===== src/rtl/kwm_pkg.sv =====
package kwm_pkg;

  localparam int HEAP_CAPACITY = 16;
  localparam int ADDR_W = (HEAP_CAPACITY > 1) ? $clog2(HEAP_CAPACITY) : 1;
  localparam int COUNT_W = $clog2(HEAP_CAPACITY + 1);
  localparam int IDX_W = ADDR_W + 2;
  localparam int KEY_W = 32;
  localparam int SRC_W = 4;
  localparam int ENTRY_COUNT_W = 5;

  typedef struct packed {
    logic [SRC_W-1:0] src;
    logic [KEY_W-1:0] key;
  } entry_t;

  localparam int ENTRY_W = $bits(entry_t);

  typedef enum logic [1:0] {
    CMD_INSERT  = 2'd0,
    CMD_REPLACE = 2'd1,
    CMD_DELETE  = 2'd2
  } cmd_t;

  typedef enum logic [1:0] {
    ERR_OK    = 2'd0,
    ERR_EMPTY = 2'd1,
    ERR_FULL  = 2'd2
  } err_t;

  typedef enum logic [2:0] {
    ST_IDLE,
    ST_DEL_LOAD,
    ST_UP_RD,
    ST_UP_CMP,
    ST_DN_LRD,
    ST_DN_RRD,
    ST_DN_CMP,
    ST_DONE
  } state_t;

  function automatic logic key_less(input entry_t a, input entry_t b);
    return $signed(a.key) < $signed(b.key);
  endfunction

endpackage


===== src/rtl/kwm_ram.sv =====
module kwm_ram #(
  parameter int WIDTH = 36,
  parameter int DEPTH = 16
) (
  input  logic                             clk,
  input  logic                             we,
  input  logic [$clog2(DEPTH)-1:0]         wr_addr,
  input  logic [WIDTH-1:0]                 wr_data,
  input  logic [$clog2(DEPTH)-1:0]         rd_addr,
  output logic [WIDTH-1:0]                 rd_data
);

  logic [WIDTH-1:0] mem [DEPTH];

  always_ff @(posedge clk) begin
    if (we) begin
      mem[wr_addr] <= wr_data;
    end
  end

  always_ff @(posedge clk) begin
    rd_data <= mem[rd_addr];
  end

endmodule


===== src/rtl/k_way_merge_min_heap.sv =====
// Channel  Dir  Handshake          Content
// s        in   s_tvalid/s_tready  tuser: command; tdata: new_key, new_source
// m        out  m_tvalid/m_tready  tuser: popped_valid, error_code; tdata: result entry
//
// An insert into an empty heap goes straight to its final write, else it sifts up one
// parent at a time. A replace sifts down from the root, reading both children of each
// node; a delete loads the last entry first unless it empties the heap. Errors and the
// unused command go straight to the result. Reset clears the count and control state.
// A new request is accepted while a result waits; its last write and its result are
// held until the output register is free, so an output stall holds the engine in ST_DONE.
module k_way_merge_min_heap
  import kwm_pkg::*;
(
  input  logic        clk,
  input  logic        rst,
  input  logic        s_tvalid,
  output logic        s_tready,
  input  logic [39:0] s_tdata,   // new_key[31:0], new_source[35:32], zero fill
  input  logic [1:0]  s_tuser,   // command[1:0]
  output logic        m_tvalid,
  input  logic        m_tready,
  output logic [79:0] m_tdata,   // popped_key[31:0], popped_source[35:32], top_key[67:36],
                                 // top_source[71:68], entry_count[76:72], zero fill
  output logic [2:0]  m_tuser    // popped_valid[0], error_code[2:1]
);

  state_t state, state_next;
  logic [ADDR_W-1:0]  pos, pos_next;
  entry_t             item, item_next;
  entry_t             left, left_next;
  entry_t             root;
  entry_t             pop_ent, pop_ent_next;
  logic               pop_valid, pop_valid_next;
  err_t               err, err_next;
  logic               fin_wr, fin_wr_next;
  logic               r_ok, r_ok_next;
  logic [COUNT_W-1:0] count, count_next;

  logic               out_valid;
  entry_t             out_pop;
  logic               out_pop_valid;
  entry_t             out_top;
  logic [COUNT_W-1:0] out_count;
  err_t               out_err;

  logic               ram_we;
  logic [ADDR_W-1:0]  ram_waddr, ram_raddr;
  logic [ENTRY_W-1:0] ram_wdata, ram_rdata;
  entry_t             rd_ent, cand, top_ent, top_out;

  logic [IDX_W-1:0]   idx_l, idx_r;
  logic [ADDR_W-1:0]  up_idx;
  logic               l_in, lt_l, lt_r, lt_up, slot_free, is_full;
  cmd_t               cmd;
  entry_t             in_ent;

  kwm_ram #(
    .WIDTH(ENTRY_W),
    .DEPTH(HEAP_CAPACITY)
  ) u_ram (
    .clk    (clk),
    .we     (ram_we),
    .wr_addr(ram_waddr),
    .wr_data(ram_wdata),
    .rd_addr(ram_raddr),
    .rd_data(ram_rdata)
  );

  assign rd_ent    = entry_t'(ram_rdata);
  assign cmd       = cmd_t'(s_tuser);
  assign in_ent    = '{src: s_tdata[35:32], key: s_tdata[31:0]};
  assign idx_l     = (IDX_W'(pos) << 1) + IDX_W'(1);
  assign idx_r     = (IDX_W'(pos) << 1) + IDX_W'(2);
  assign up_idx    = (pos - ADDR_W'(1)) >> 1;
  assign l_in      = idx_l < IDX_W'(count);
  assign lt_up     = key_less(item, rd_ent);
  assign lt_l      = key_less(left, item);
  assign cand      = lt_l ? left : item;
  assign lt_r      = r_ok && key_less(rd_ent, cand);
  assign slot_free = !out_valid || m_tready;
  assign is_full   = count == COUNT_W'(HEAP_CAPACITY);
  assign s_tready  = state == ST_IDLE;

  always_comb begin
    state_next = state;
    case (state)
      ST_IDLE: begin
        if (s_tvalid) begin
          case (cmd)
            CMD_INSERT:  state_next = (is_full || count == '0) ? ST_DONE : ST_UP_RD;
            CMD_REPLACE: state_next = (count == '0) ? ST_DONE : ST_DN_LRD;
            CMD_DELETE:  state_next = (count <= COUNT_W'(1)) ? ST_DONE : ST_DEL_LOAD;
            default:     state_next = ST_DONE;
          endcase
        end
      end
      ST_DEL_LOAD: state_next = ST_DN_LRD;
      ST_UP_RD:    state_next = ST_UP_CMP;
      ST_UP_CMP:   state_next = (lt_up && up_idx != '0) ? ST_UP_RD : ST_DONE;
      ST_DN_LRD:   state_next = l_in ? ST_DN_RRD : ST_DONE;
      ST_DN_RRD:   state_next = ST_DN_CMP;
      ST_DN_CMP:   state_next = (lt_l || lt_r) ? ST_DN_LRD : ST_DONE;
      ST_DONE:     state_next = slot_free ? ST_IDLE : ST_DONE;
      default:     state_next = ST_IDLE;
    endcase
  end

  always_comb begin
    pos_next       = pos;
    item_next      = item;
    left_next      = left;
    pop_ent_next   = pop_ent;
    pop_valid_next = pop_valid;
    err_next       = err;
    fin_wr_next    = fin_wr;
    r_ok_next      = r_ok;
    count_next     = count;
    ram_we         = 1'b0;
    ram_waddr      = pos;
    ram_wdata      = item;
    ram_raddr      = pos;
    case (state)
      ST_IDLE: begin
        ram_raddr = ADDR_W'(count - COUNT_W'(1));
        if (s_tvalid) begin
          pop_ent_next   = '0;
          pop_valid_next = 1'b0;
          err_next       = ERR_OK;
          fin_wr_next    = 1'b0;
          pos_next       = '0;
          case (cmd)
            CMD_INSERT: begin
              if (is_full) begin
                err_next = ERR_FULL;
              end else begin
                item_next   = in_ent;
                pos_next    = ADDR_W'(count);
                count_next  = count + COUNT_W'(1);
                fin_wr_next = 1'b1;
              end
            end
            CMD_REPLACE: begin
              if (count == '0) begin
                err_next = ERR_EMPTY;
              end else begin
                pop_ent_next   = root;
                pop_valid_next = 1'b1;
                item_next      = '{src: root.src, key: in_ent.key};
                fin_wr_next    = 1'b1;
              end
            end
            CMD_DELETE: begin
              if (count == '0) begin
                err_next = ERR_EMPTY;
              end else begin
                pop_ent_next   = root;
                pop_valid_next = 1'b1;
                count_next     = count - COUNT_W'(1);
              end
            end
            default: begin
            end
          endcase
        end
      end
      ST_DEL_LOAD: begin
        item_next   = rd_ent;
        fin_wr_next = 1'b1;
      end
      ST_UP_RD: begin
        ram_raddr = up_idx;
      end
      ST_UP_CMP: begin
        if (lt_up) begin
          ram_we    = 1'b1;
          ram_wdata = rd_ent;
          pos_next  = up_idx;
        end
      end
      ST_DN_LRD: begin
        ram_raddr = idx_l[ADDR_W-1:0];
      end
      ST_DN_RRD: begin
        left_next = rd_ent;
        r_ok_next = idx_r < IDX_W'(count);
        ram_raddr = idx_r[ADDR_W-1:0];
      end
      ST_DN_CMP: begin
        if (lt_r) begin
          ram_we    = 1'b1;
          ram_wdata = rd_ent;
          pos_next  = idx_r[ADDR_W-1:0];
        end else if (lt_l) begin
          ram_we    = 1'b1;
          ram_wdata = left;
          pos_next  = idx_l[ADDR_W-1:0];
        end
      end
      ST_DONE: begin
        ram_we = slot_free && fin_wr;
      end
      default: begin
      end
    endcase
  end

  assign top_ent = (ram_we && ram_waddr == '0) ? entry_t'(ram_wdata) : root;
  assign top_out = (count == '0) ? '0 : top_ent;

  always_ff @(posedge clk) begin
    if (rst) begin
      state     <= ST_IDLE;
      count     <= '0;
      out_valid <= 1'b0;
    end else begin
      state <= state_next;
      count <= count_next;
      if (state == ST_DONE && slot_free) begin
        out_valid <= 1'b1;
      end else if (m_tready) begin
        out_valid <= 1'b0;
      end
    end
  end

  always_ff @(posedge clk) begin
    pos       <= pos_next;
    item      <= item_next;
    left      <= left_next;
    pop_ent   <= pop_ent_next;
    pop_valid <= pop_valid_next;
    err       <= err_next;
    fin_wr    <= fin_wr_next;
    r_ok      <= r_ok_next;
    if (ram_we && ram_waddr == '0) begin
      root <= entry_t'(ram_wdata);
    end
    if (state == ST_DONE && slot_free) begin
      out_pop       <= pop_ent;
      out_pop_valid <= pop_valid;
      out_top       <= top_out;
      out_count     <= count;
      out_err       <= err;
    end
  end

  assign m_tvalid = out_valid;
  assign m_tdata  = {3'b000, ENTRY_COUNT_W'(out_count), out_top.src, out_top.key,
                     out_pop.src, out_pop.key};
  assign m_tuser  = {out_err, out_pop_valid};

  a_count_bound: assert property (@(posedge clk) disable iff (rst)
    count <= COUNT_W'(HEAP_CAPACITY))
    else $error("entry count above capacity");

  a_write_in_heap: assert property (@(posedge clk) disable iff (rst)
    ram_we |-> (COUNT_W'(ram_waddr) < count))
    else $error("memory write outside held entries");

  a_full_count: assert property (@(posedge clk) disable iff (rst)
    (out_valid && out_err == ERR_FULL) |-> out_count == COUNT_W'(HEAP_CAPACITY))
    else $error("full error with free entries");

  a_pop_ok: assert property (@(posedge clk) disable iff (rst)
    (out_valid && out_pop_valid) |-> out_err == ERR_OK)
    else $error("popped entry reported with an error");

endmodule

===== config.mk =====
export PLATFORM = sky130hd
export DESIGN_NAME = k_way_merge_min_heap
export DESIGN_NICKNAME = d
export VERILOG_FILES = /design/src/rtl/kwm_pkg.sv /design/src/rtl/kwm_ram.sv /design/src/rtl/k_way_merge_min_heap.sv
export SDC_FILE = /design/constraint.sdc
export NUM_CORES = 1
export LEC_CHECK = 0
export BUFFER_PORTS_ARGS = -buffer_cell sky130_fd_sc_hd__buf_4
export CAP_MARGIN = 10
export CORE_ASPECT_RATIO = 1.75
export CORE_MARGIN = 4
export CORE_UTILIZATION = 40
export DETAILED_ROUTE_END_ITERATION = 8
export HOLD_SLACK_MARGIN = 0.15
export PLACE_DENSITY = 0.57
export SLEW_MARGIN = 10
export SYNTH_ARGS = -nofsm -noshare
export SYNTH_HDL_FRONTEND = slang
export SYNTH_HIERARCHICAL = 1
export SYNTH_SLANG_ARGS = --single-unit

===== constraint.sdc =====
create_clock -name clk -period 25 [get_ports clk]
set_clock_uncertainty 0.2 [all_clocks]
set_input_delay 5 -clock clk [delete_from_list [all_inputs] [get_ports clk]]
set_output_delay 5 -clock clk [all_outputs]
set_load 0.005 [all_outputs]

==> out/results.txt, run 1 <==
Final wirelength - 85.3 mm
CTS tree - built
Core area - 87100 um2
Yosys Warn Count - 6
Worst slew pin tran - 1.17 ns
Setup Viol. Count Final - 0
Row count - 143
Die area - 93300 um2
Post-Place Setup Slack - 16.43 ns
Met3 usage - 0.0223
Met2 Usage GRT - 0.332
Die X - 233 um
Mapped Cells - 2147
I/O pins - 131
Slew HR - 0.217
Setup CP Type - reg -> reg
CP arrival - 8.59 ns
Global-route wire length before repair - 127 mm
Final TNS setup - 0 ns
RR Startpoint - item[29]$_DFFE_PP_
Flops & latches, synth - 854
DRC violations left - 0
Setup crit start - item[29]$_DFFE_PP_
Non-filler cells, final - 3496
CP max FO - 34
Violation count after the first detailed-routing iteration - 1461
Clock sink count - 854
Critical path required time - 25.04 ns
Power Dens Cells - 133 nW/um2
CP cell instances - inv_1, ha_1, a21o_1, a2111oi_2, o21ai_0, o21ai_4, buf_4, nor2_1, a21oi_1, ha_1, a211oi_1, o21ai_1, o21ai_0, a21oi_1, or2_2, a31o_2, o21ai_4, nand2_2, a222oi_1, inv_1
Post-synth EDFFs - 773
Worst Slack Setup Final - 16.45 ns
Crit-path max cell delay - 1.17 ns
CTS-repair resized insts - 0
Die Height - 401 um
Layout cells sized above 1 - 0.200
Root Driver - clkbuf_16
Unrepaired setup endpoints after global routing - false
CTS Buffer Depth - 3
Fmax - 117 MHz
Hold Vio Cnt, Final - 0
Hold crit path type - reg -> reg
CTS Buf Count - 72
Syn Area/Cell - 16.4 um2
CP Capture Type - flop
Period utilization - 0.342
Reg-to-reg setup timing slack - 16.45 ns
# H-tree levels - 3
Clock latency on the worst-skew pair - 0.64 ns
Slew Limit Fails - 0
Initial Util - 0.405
Leak - 14.0 nW
Top Usage Layer GRT - met2
FF-to-FF End - u_ram/mem[12][19]$_DFFE_PP_
Vias/cell - 5.58
Outcome - complete, no violations
M1 GR Usage - 0.216
Vias in the first global route - 20361
Critical path endpoint - u_ram/mem[12][19]$_DFFE_PP_
GRT Total Usage - 0.182
Cell Area, Synth - 35300 um2
Ys async rst share - 0
Post-synth top flop - edfxtp_1
Inst Count DP - 3362
Layout area overhead - 13.5%
Hold path cells - 0
Number of port buffers - 123
Drt pass-1 iters - 5
Max IR drop VDD - 0.000112 V
Max-cap violations - 0
HPWL Detailed - 51.9 mm
GRT Residual Overflow - 0
Register area share after synthesis - 0.704
Antenna viol nets, final - 0
Largest net degree at the start of global routing - 101
WL/cell - 24.4 um
Setup repair bufs after CTS - 0
Clock slew at reported path FFs - 0.07 ns
Initial antenna violation count - 0
Routed vias - 19491
Final GP Congestion - 0.910
Netlist cell types - 76
Nets - 2433
Crit start category - flop
Final min period - 8.55 ns
DP Area - 37600 um2
Post-route cell area - 40100 um2
CP max-delay cell - a222oi_1
R2R depth - 20
Hold Buf Count CTS - 0
==> cell usage in the layout, fill, tap and decap left out, drive strengths merged, types with 74 or more instances in the layout <==
cell      n
a22oi    74
clkbuf   88
mux4    144
nor2    110
dfxtp    81
inv     120
edfxtp  773
ha      111
a21oi    97
buf     161
nand2   128
==> metal layers <==
| metal | vias up | wire, um | part of all wire |
|---|---|---|---|
| met5 | - | 0 | 0 |
| met4 | 0 | 3340 | 0.039 |
| met3 | 147 | 3720 | 0.044 |
| met2 | 575 | 45400 | 0.53 |
| met1 | 10017 | 32800 | 0.38 |
| li1 | 8752 | - | - |
==> critical path, delay by kind of cell (launching register included) <==
kind	cells	cell delay, ns
buffers and inverters	3	1.12
AOI/OAI and AO/OA	12	4.82
DFF	1	0.44
adders and majority gates	2	0.51
and+or+nand+nor	3	0.99
==> sequential cells by signal (all words and copies together) (netlist names) <==
register and flops:
m_tdata 72, u_ram/rd_data 36, r_ok 1, left 36, m_tvalid 1, state 3
out_count 5, pop_ent 36, root 36, item 36, u_ram/mem 576, pop_valid 1
out_pop_valid 1, count 5, out_err 2, err 2, pos 4, fin_wr 1
==> synth_stat cells (9+ instances only) <==
library cell  instances  area [um2]
a211oi_1             42         315
nor3_1               20         100
clkbuf_1             48         180
and3_1               41         257
mux4_2              144        3240
nand4_1              12        75.1
mux2i_1              10         100
edfxtp_1            773       23200
nand2_1             127         477
a22oi_1              74         556
buf_1                13        48.8
a21oi_1              97         485
buf_2                30         150
nand3_1              28         140
o21ai_0              69         345
buf_6                12         135
o21a_1               12        90.1
and2_1                9        56.3
nor2_1              109         409
ha_1                111        1390
dfxtp_1              81        1620
inv_1               114         428
a222oi_1             26         260
xnor2_1               9        78.8
==> area by class of cell <==
type	instances	area, um2
fillers	7503	47100
flip-flops and latches	854	24800
multi-input cells	1073	9690
clock buffers	88	1940
well taps	1160	1450
repair buffers	161	1220
clock inverters	45	483
inverters	114	428
diodes	1	2.50
==> cell families (layout without fill, tap and decap cells) <==
| logic type | count (synthesis) | after routing | synth area share |
|---|---|---|---|
| multiplexers | 154 | 154 | 0.0947 |
| adder cells (fa/ha/maj) | 111 | 111 | 0.0393 |
| AND/OR/NAND/NOR | 396 | 396 | 0.0536 |
| flip-flops | 854 | 854 | 0.704 |
| XOR/XNOR | 12 | 12 | 0.00298 |
| buffers and inverters | 222 | 408 | 0.0278 |
| AO/OA/AOI/OAI | 397 | 397 | 0.0780 |
| other | 1 | 4 | 0.000106 |
==> per-stage QoR <==
step | power, mW | util | hold slack (ns)
CTS | 5.39 | 0.460 | 0.221
finish | 5.32 | 0.460 | 0.220
floorplan | 3.54 | - | 0.200
global placement | 4.16 | 0.432 | 0.201
global route | 5.63 | 0.460 | 0.226
detailed placement | 4.22 | 0.432 | 0.205
==> power by group <==
part	switching (mW)	internal, mW
clock	0.520	0.645
combinational	1.30	0.798
sequential	0.119	1.94
==> worst min path at each step <==
stage	startpoint	endpoint	slack, ns
after floorplan	pop_ent[0]$_SDFFCE_PP0P_	m_tdata[0]$_DFFE_PP_	0.20
after global placement	pop_ent[21]$_SDFFCE_PP0P_	m_tdata[21]$_DFFE_PP_	0.20
after detailed placement	pop_ent[13]$_SDFFCE_PP0P_	m_tdata[13]$_DFFE_PP_	0.20
after CTS	pop_ent[30]$_SDFFCE_PP0P_	m_tdata[30]$_DFFE_PP_	0.22
after global routing	pop_ent[29]$_SDFFCE_PP0P_	m_tdata[29]$_DFFE_PP_	0.23
final	pop_ent[30]$_SDFFCE_PP0P_	m_tdata[30]$_DFFE_PP_	0.22
No activity file was read; power rests on OpenSTA's default activity.
==> run 2, diff against run 1 <==
--- a/config.mk
+++ b/config.mk
@@ -5,6 +5,7 @@
 export SDC_FILE = /design/constraint.sdc
 export NUM_CORES = 1
 export LEC_CHECK = 0
+export ABC_AREA = 1
 export BUFFER_PORTS_ARGS = -buffer_cell sky130_fd_sc_hd__buf_4
 export CAP_MARGIN = 10
 export CORE_ASPECT_RATIO = 1.75
@@ -12,7 +13,7 @@
 export CORE_UTILIZATION = 40
 export DETAILED_ROUTE_END_ITERATION = 8
 export HOLD_SLACK_MARGIN = 0.15
-export PLACE_DENSITY = 0.57
+export PLACE_DENSITY = 0.59
 export SLEW_MARGIN = 10
 export SYNTH_ARGS = -nofsm -noshare
 export SYNTH_HDL_FRONTEND = slang
==> constraint.sdc (replaced) <==
create_clock -name clk -period 6.85 [get_ports clk]
set_clock_uncertainty 0.2 [all_clocks]
set_input_delay 1.37 -clock clk [delete_from_list [all_inputs] [get_ports clk]]
set_output_delay 1.37 -clock clk [all_outputs]
set_load 0.005 [all_outputs]
==> run 2 against run 1 <==
Synthesized cell count up 80%. Synthesized area up 9.7%. First-iteration DRC count up 41%. Final cell count up 51%. Flip-flop and latch count unchanged. Largest power group unchanged. Utilization up 0.23 points. Via count up 40%.
==> out/results.txt, run 2 <==
WL/cell - 19.8 um (-19%)
Period utilization - 0.924 (+0.582)
Ys async rst share - 0 (unchanged)
Max-cap violations - 0 (unchanged)
Setup repair bufs after CTS - 0 (unchanged)
Post-synth EDFFs - 773 (unchanged)
Antenna viol nets, final - 0 (unchanged)
Clock network fraction of total power - 0.201 (-0.018)
CTS Buffer Depth - 3 (unchanged)
Outcome - complete, no violations
Fmax - 158 MHz (+35%)
Die X - 243 um (+4.6%)
CTS tree - built
CP max FO - 21 (-38%)
Layout fillers - 8858 (+18%)
Met3 usage - 0.0331 (+0.0108)
Leak - 18.7 nW (+34%)
Inserted Diodes - 0 (-1)
CP dominant cell by count - nand2_1
Syn Area/Cell - 10.0 um2 (-39%)
Non-filler cells, final - 5285 (+51%)
Clock slew at reported path FFs - 0.07 ns (about the same)
Core area - 95700 um2 (+9.8%)
GRT Residual Overflow - 0 (unchanged)
Switch Pwr - 10.4 mW (+440%)
Inst Count DP - 5129 (+53%)
Nets - 4155 (+71%)
Int Power - 12.8 mW (+280%)
Mapped Cells - 3869 (+80%)
Max reg flops - 576 (unchanged)
Routed vias - 27325 (+40%)
Clock sink count - 854 (unchanged)
R2R depth - 28 (+40%)
Setup CP Type - reg -> reg
CP Capture Type - flop
Layout area overhead - 14.2%
M1 GR Usage - 0.250 (+0.0338)
Most flops, register - u_ram/mem
Top-count cell post-synth - nand2_1
Post-synth top area share - 0.600 (-0.0581)
Drt pass-1 iters - 7 (+2)
Register area share after synthesis - 0.641 (-0.0621)
Worst Slack Setup Final - 0.523 ns (-15.93 ns)
Hold Vio Cnt, Final - 0 (unchanged)
Multi-input logic area - 10900 um2 (+13%)
Synth area leader - edfxtp_1
Hold Buf Count CTS - 0 (unchanged)
GRT Total Usage - 0.202 (+0.0204)
Hold path cells - 0 (unchanged)
Crit start category - flop
Initial Util - 0.404 (-0.000609)
HPWL Detailed - 62.9 mm (+21%)
Commonest non-fill, non-tap cell in the layout - nand2_1
Global-route wire length before repair - 158 mm (+24%)
Largest net degree at the start of global routing - 170 (+68%)
FF-to-FF End - u_ram/mem[12][9]$_DFFE_PP_
HP Start - pop_ent[23]$_SDFFCE_PP0P_
Top cells by area, synth - edfxtp_1 60%, nand2_1 11%, nand3_1 6.8%, inv_1 5.9%, dfxtp_1 4.2%
Reg-to-reg setup timing slack - 0.52 ns (-15.93 ns)
Power Dens Cells - 524 nW/um2 (+290%)
CTS-repair resized insts - 0 (unchanged)
Die Height - 420 um (+4.6%)
Power, Total - 23.2 mW (+340%)
Post-Place Setup Slack - 0.489 ns (-15.94 ns)
Critical path required time - 7.00 ns (-18.04 ns)
Vias/cell - 5.17 (-7.3%)
Initial antenna violation count - 0 (unchanged)
Commonest cells post-synth - 1116 x nand2_1, 773 x edfxtp_1, 608 x inv_1
CP arrival - 6.47 ns (-2.12 ns)
Hold crit path type - reg -> reg
RR Startpoint - item[15]$_DFFE_PP_
Cell Area, Synth - 38700 um2 (+9.7%)
Slew Limit Fails - 0 (unchanged)
Row count - 150 (+4.9%)
Root Driver - clkbuf_16
Number of port buffers - 123 (unchanged)
Vias in the first global route - 26470 (+30%)
Slew HR - 0.284 (+0.0665)
Buffers & Inverters on Critical Path - 5 (+2)
Combinational group share of total power - 0.476 (+0.082)
Final GP Congestion - 0.878 (-3.6%)
Netlist cell types - 47 (-38%)
WHS Endpoint - m_tdata[23]$_DFFE_PP_
Top Usage Layer GRT - met2
Final TNS setup - 0 ns (unchanged)
Layout cells sized above 1 - 0.0966 (-0.103)
DRC violations left - 0 (unchanged)
Flops & latches, synth - 854 (unchanged)
CTS Buf Count - 83 (+15%)
Final min period - 6.33 ns (-2.22 ns)
Max IR drop VDD - 0.000552 V (+390%)
Yosys Warn Count - 6 (unchanged)
Worst slew pin tran - 1.07 ns (-0.0998 ns)
Reg power frac - 0.323 (-0.064)
Crit-path max cell delay - 0.52 ns (-0.65 ns)
Unrepaired setup endpoints after global routing - false
Most frequent cells in the layout - 1113 x nand2_1, 773 x edfxtp_1, 608 x inv_1
# H-tree levels - 3 (unchanged)
FF+latch area - 24800 um2 (unchanged)
Post-synth top flop - edfxtp_1
Met2 Usage GRT - 0.356 (+0.0242)
Clock latency on the worst-skew pair - 0.67 ns (+0.03 ns)
Die area - 102000 um2 (+9.4%)
Final wirelength - 105 mm (+23%)
CP max-delay cell - nor2_4
I/O pins - 131 (unchanged)
Cell family with most CP delay - simple AND/OR/NAND/NOR gates
Setup Viol. Count Final - 0 (unchanged)
Switching power share of the total - 0.449 (+0.0849)
Violation count after the first detailed-routing iteration - 2054 (+41%)
run 2: cell count changes in the layout (fill, tap and decap cells not counted), sizes merged, moves of 38 or more:
cell | before | now
a22oi | 74 | 1
nand3 | 28 | 528
nand2 | 128 | 1120
inv | 120 | 616
a211oi | 43 | 5
and3 | 42 | 0
buf | 161 | 223
mux4 | 144 | 0
run 2: routing by layer:
metal / share of wire / routed length [um] / up-vias
li1: - / - / 13067
met1: 0.41 / 42900 / 13209
met2: 0.50 / 52200 / 847
met3: 0.058 / 6040 / 202
met4: 0.033 / 3480 / 0
met5: 0 / 0 / -
run 2: worst register-to-register path, delay by kind of cell, from the launching register on:
| kind | cells | cell delay [ns] |
|---|---|---|
| simple gates | 19 | 3.42 |
| fa+ha+maj | 2 | 0.78 |
| buf+inv | 5 | 0.77 |
| flops | 1 | 0.42 |
| compound gates | 2 | 0.39 |
run 2: per-stage QoR:
stage / hold WS, ns / cell area [um2] / utilization
after floorplan: 0.200 / 38700 / -
after global placement: 0.202 / 41500 / 0.433
after detailed placement: 0.205 / 41500 / 0.433
after CTS: 0.216 / 44200 / 0.462
after global routing: 0.221 / 44200 / 0.462
final: 0.209 / 44200 / 0.462
run 2: cells by family after synthesis:
family                     after synthesis  share of synthesized area
DFF                                    854                      0.641
adders and majority gates              111                     0.0359
and+or+nand+nor                       1839                      0.200
other                                    1                  0.0000969
AOI/OAI and AO/OA                      262                     0.0384
buffers and inverters                  795                     0.0829
xor gates and xnor gates                 7                    0.00158
run 2: worst max path at each step:
stage / from / to / slack, ns / cells after the start
4_1_cts: item[15]$_DFFE_PP_ / u_ram/mem[12][9]$_DFFE_PP_ / 0.45 / 31
3_5_place_dp: item[15]$_DFFE_PP_ / u_ram/mem[12][12]$_DFFE_PP_ / 0.49 / 31
2_1_floorplan: m_tready / u_ram/mem[10][0]$_DFFE_PP_ / 0.74 / 8
3_3_place_gp: item[15]$_DFFE_PP_ / u_ram/mem[13][12]$_DFFE_PP_ / 0.49 / 26
5_1_grt: item[15]$_DFFE_PP_ / u_ram/mem[12][13]$_DFFE_PP_ / 0.08 / 29
6_report: item[15]$_DFFE_PP_ / u_ram/mem[12][9]$_DFFE_PP_ / 0.52 / 28
run 2: power by group through the flow:
stage / sequential [mW] / clock, mW / combinational (mW)
3_5_place_dp: 7.59 / 0 / 11.0
4_1_cts: 7.49 / 4.78 / 11.0
2_1_floorplan: 7.45 / 0 / 7.33
6_report: 7.49 / 4.66 / 11.0
5_1_grt: 7.55 / 4.98 / 12.2
3_3_place_gp: 7.58 / 0 / 10.9
run 2: area by class of cell:
type / instances / share of cell area
Multi-Input combinational cell: 2222 / 0.247
Tap cell: 1216 / 0.0344
Inverter: 614 / 0.0523
Timing Repair Buffer: 223 / 0.0427
Sequential cell: 854 / 0.562
Clock inverter: 53 / 0.0119
Clock buffer: 103 / 0.0506
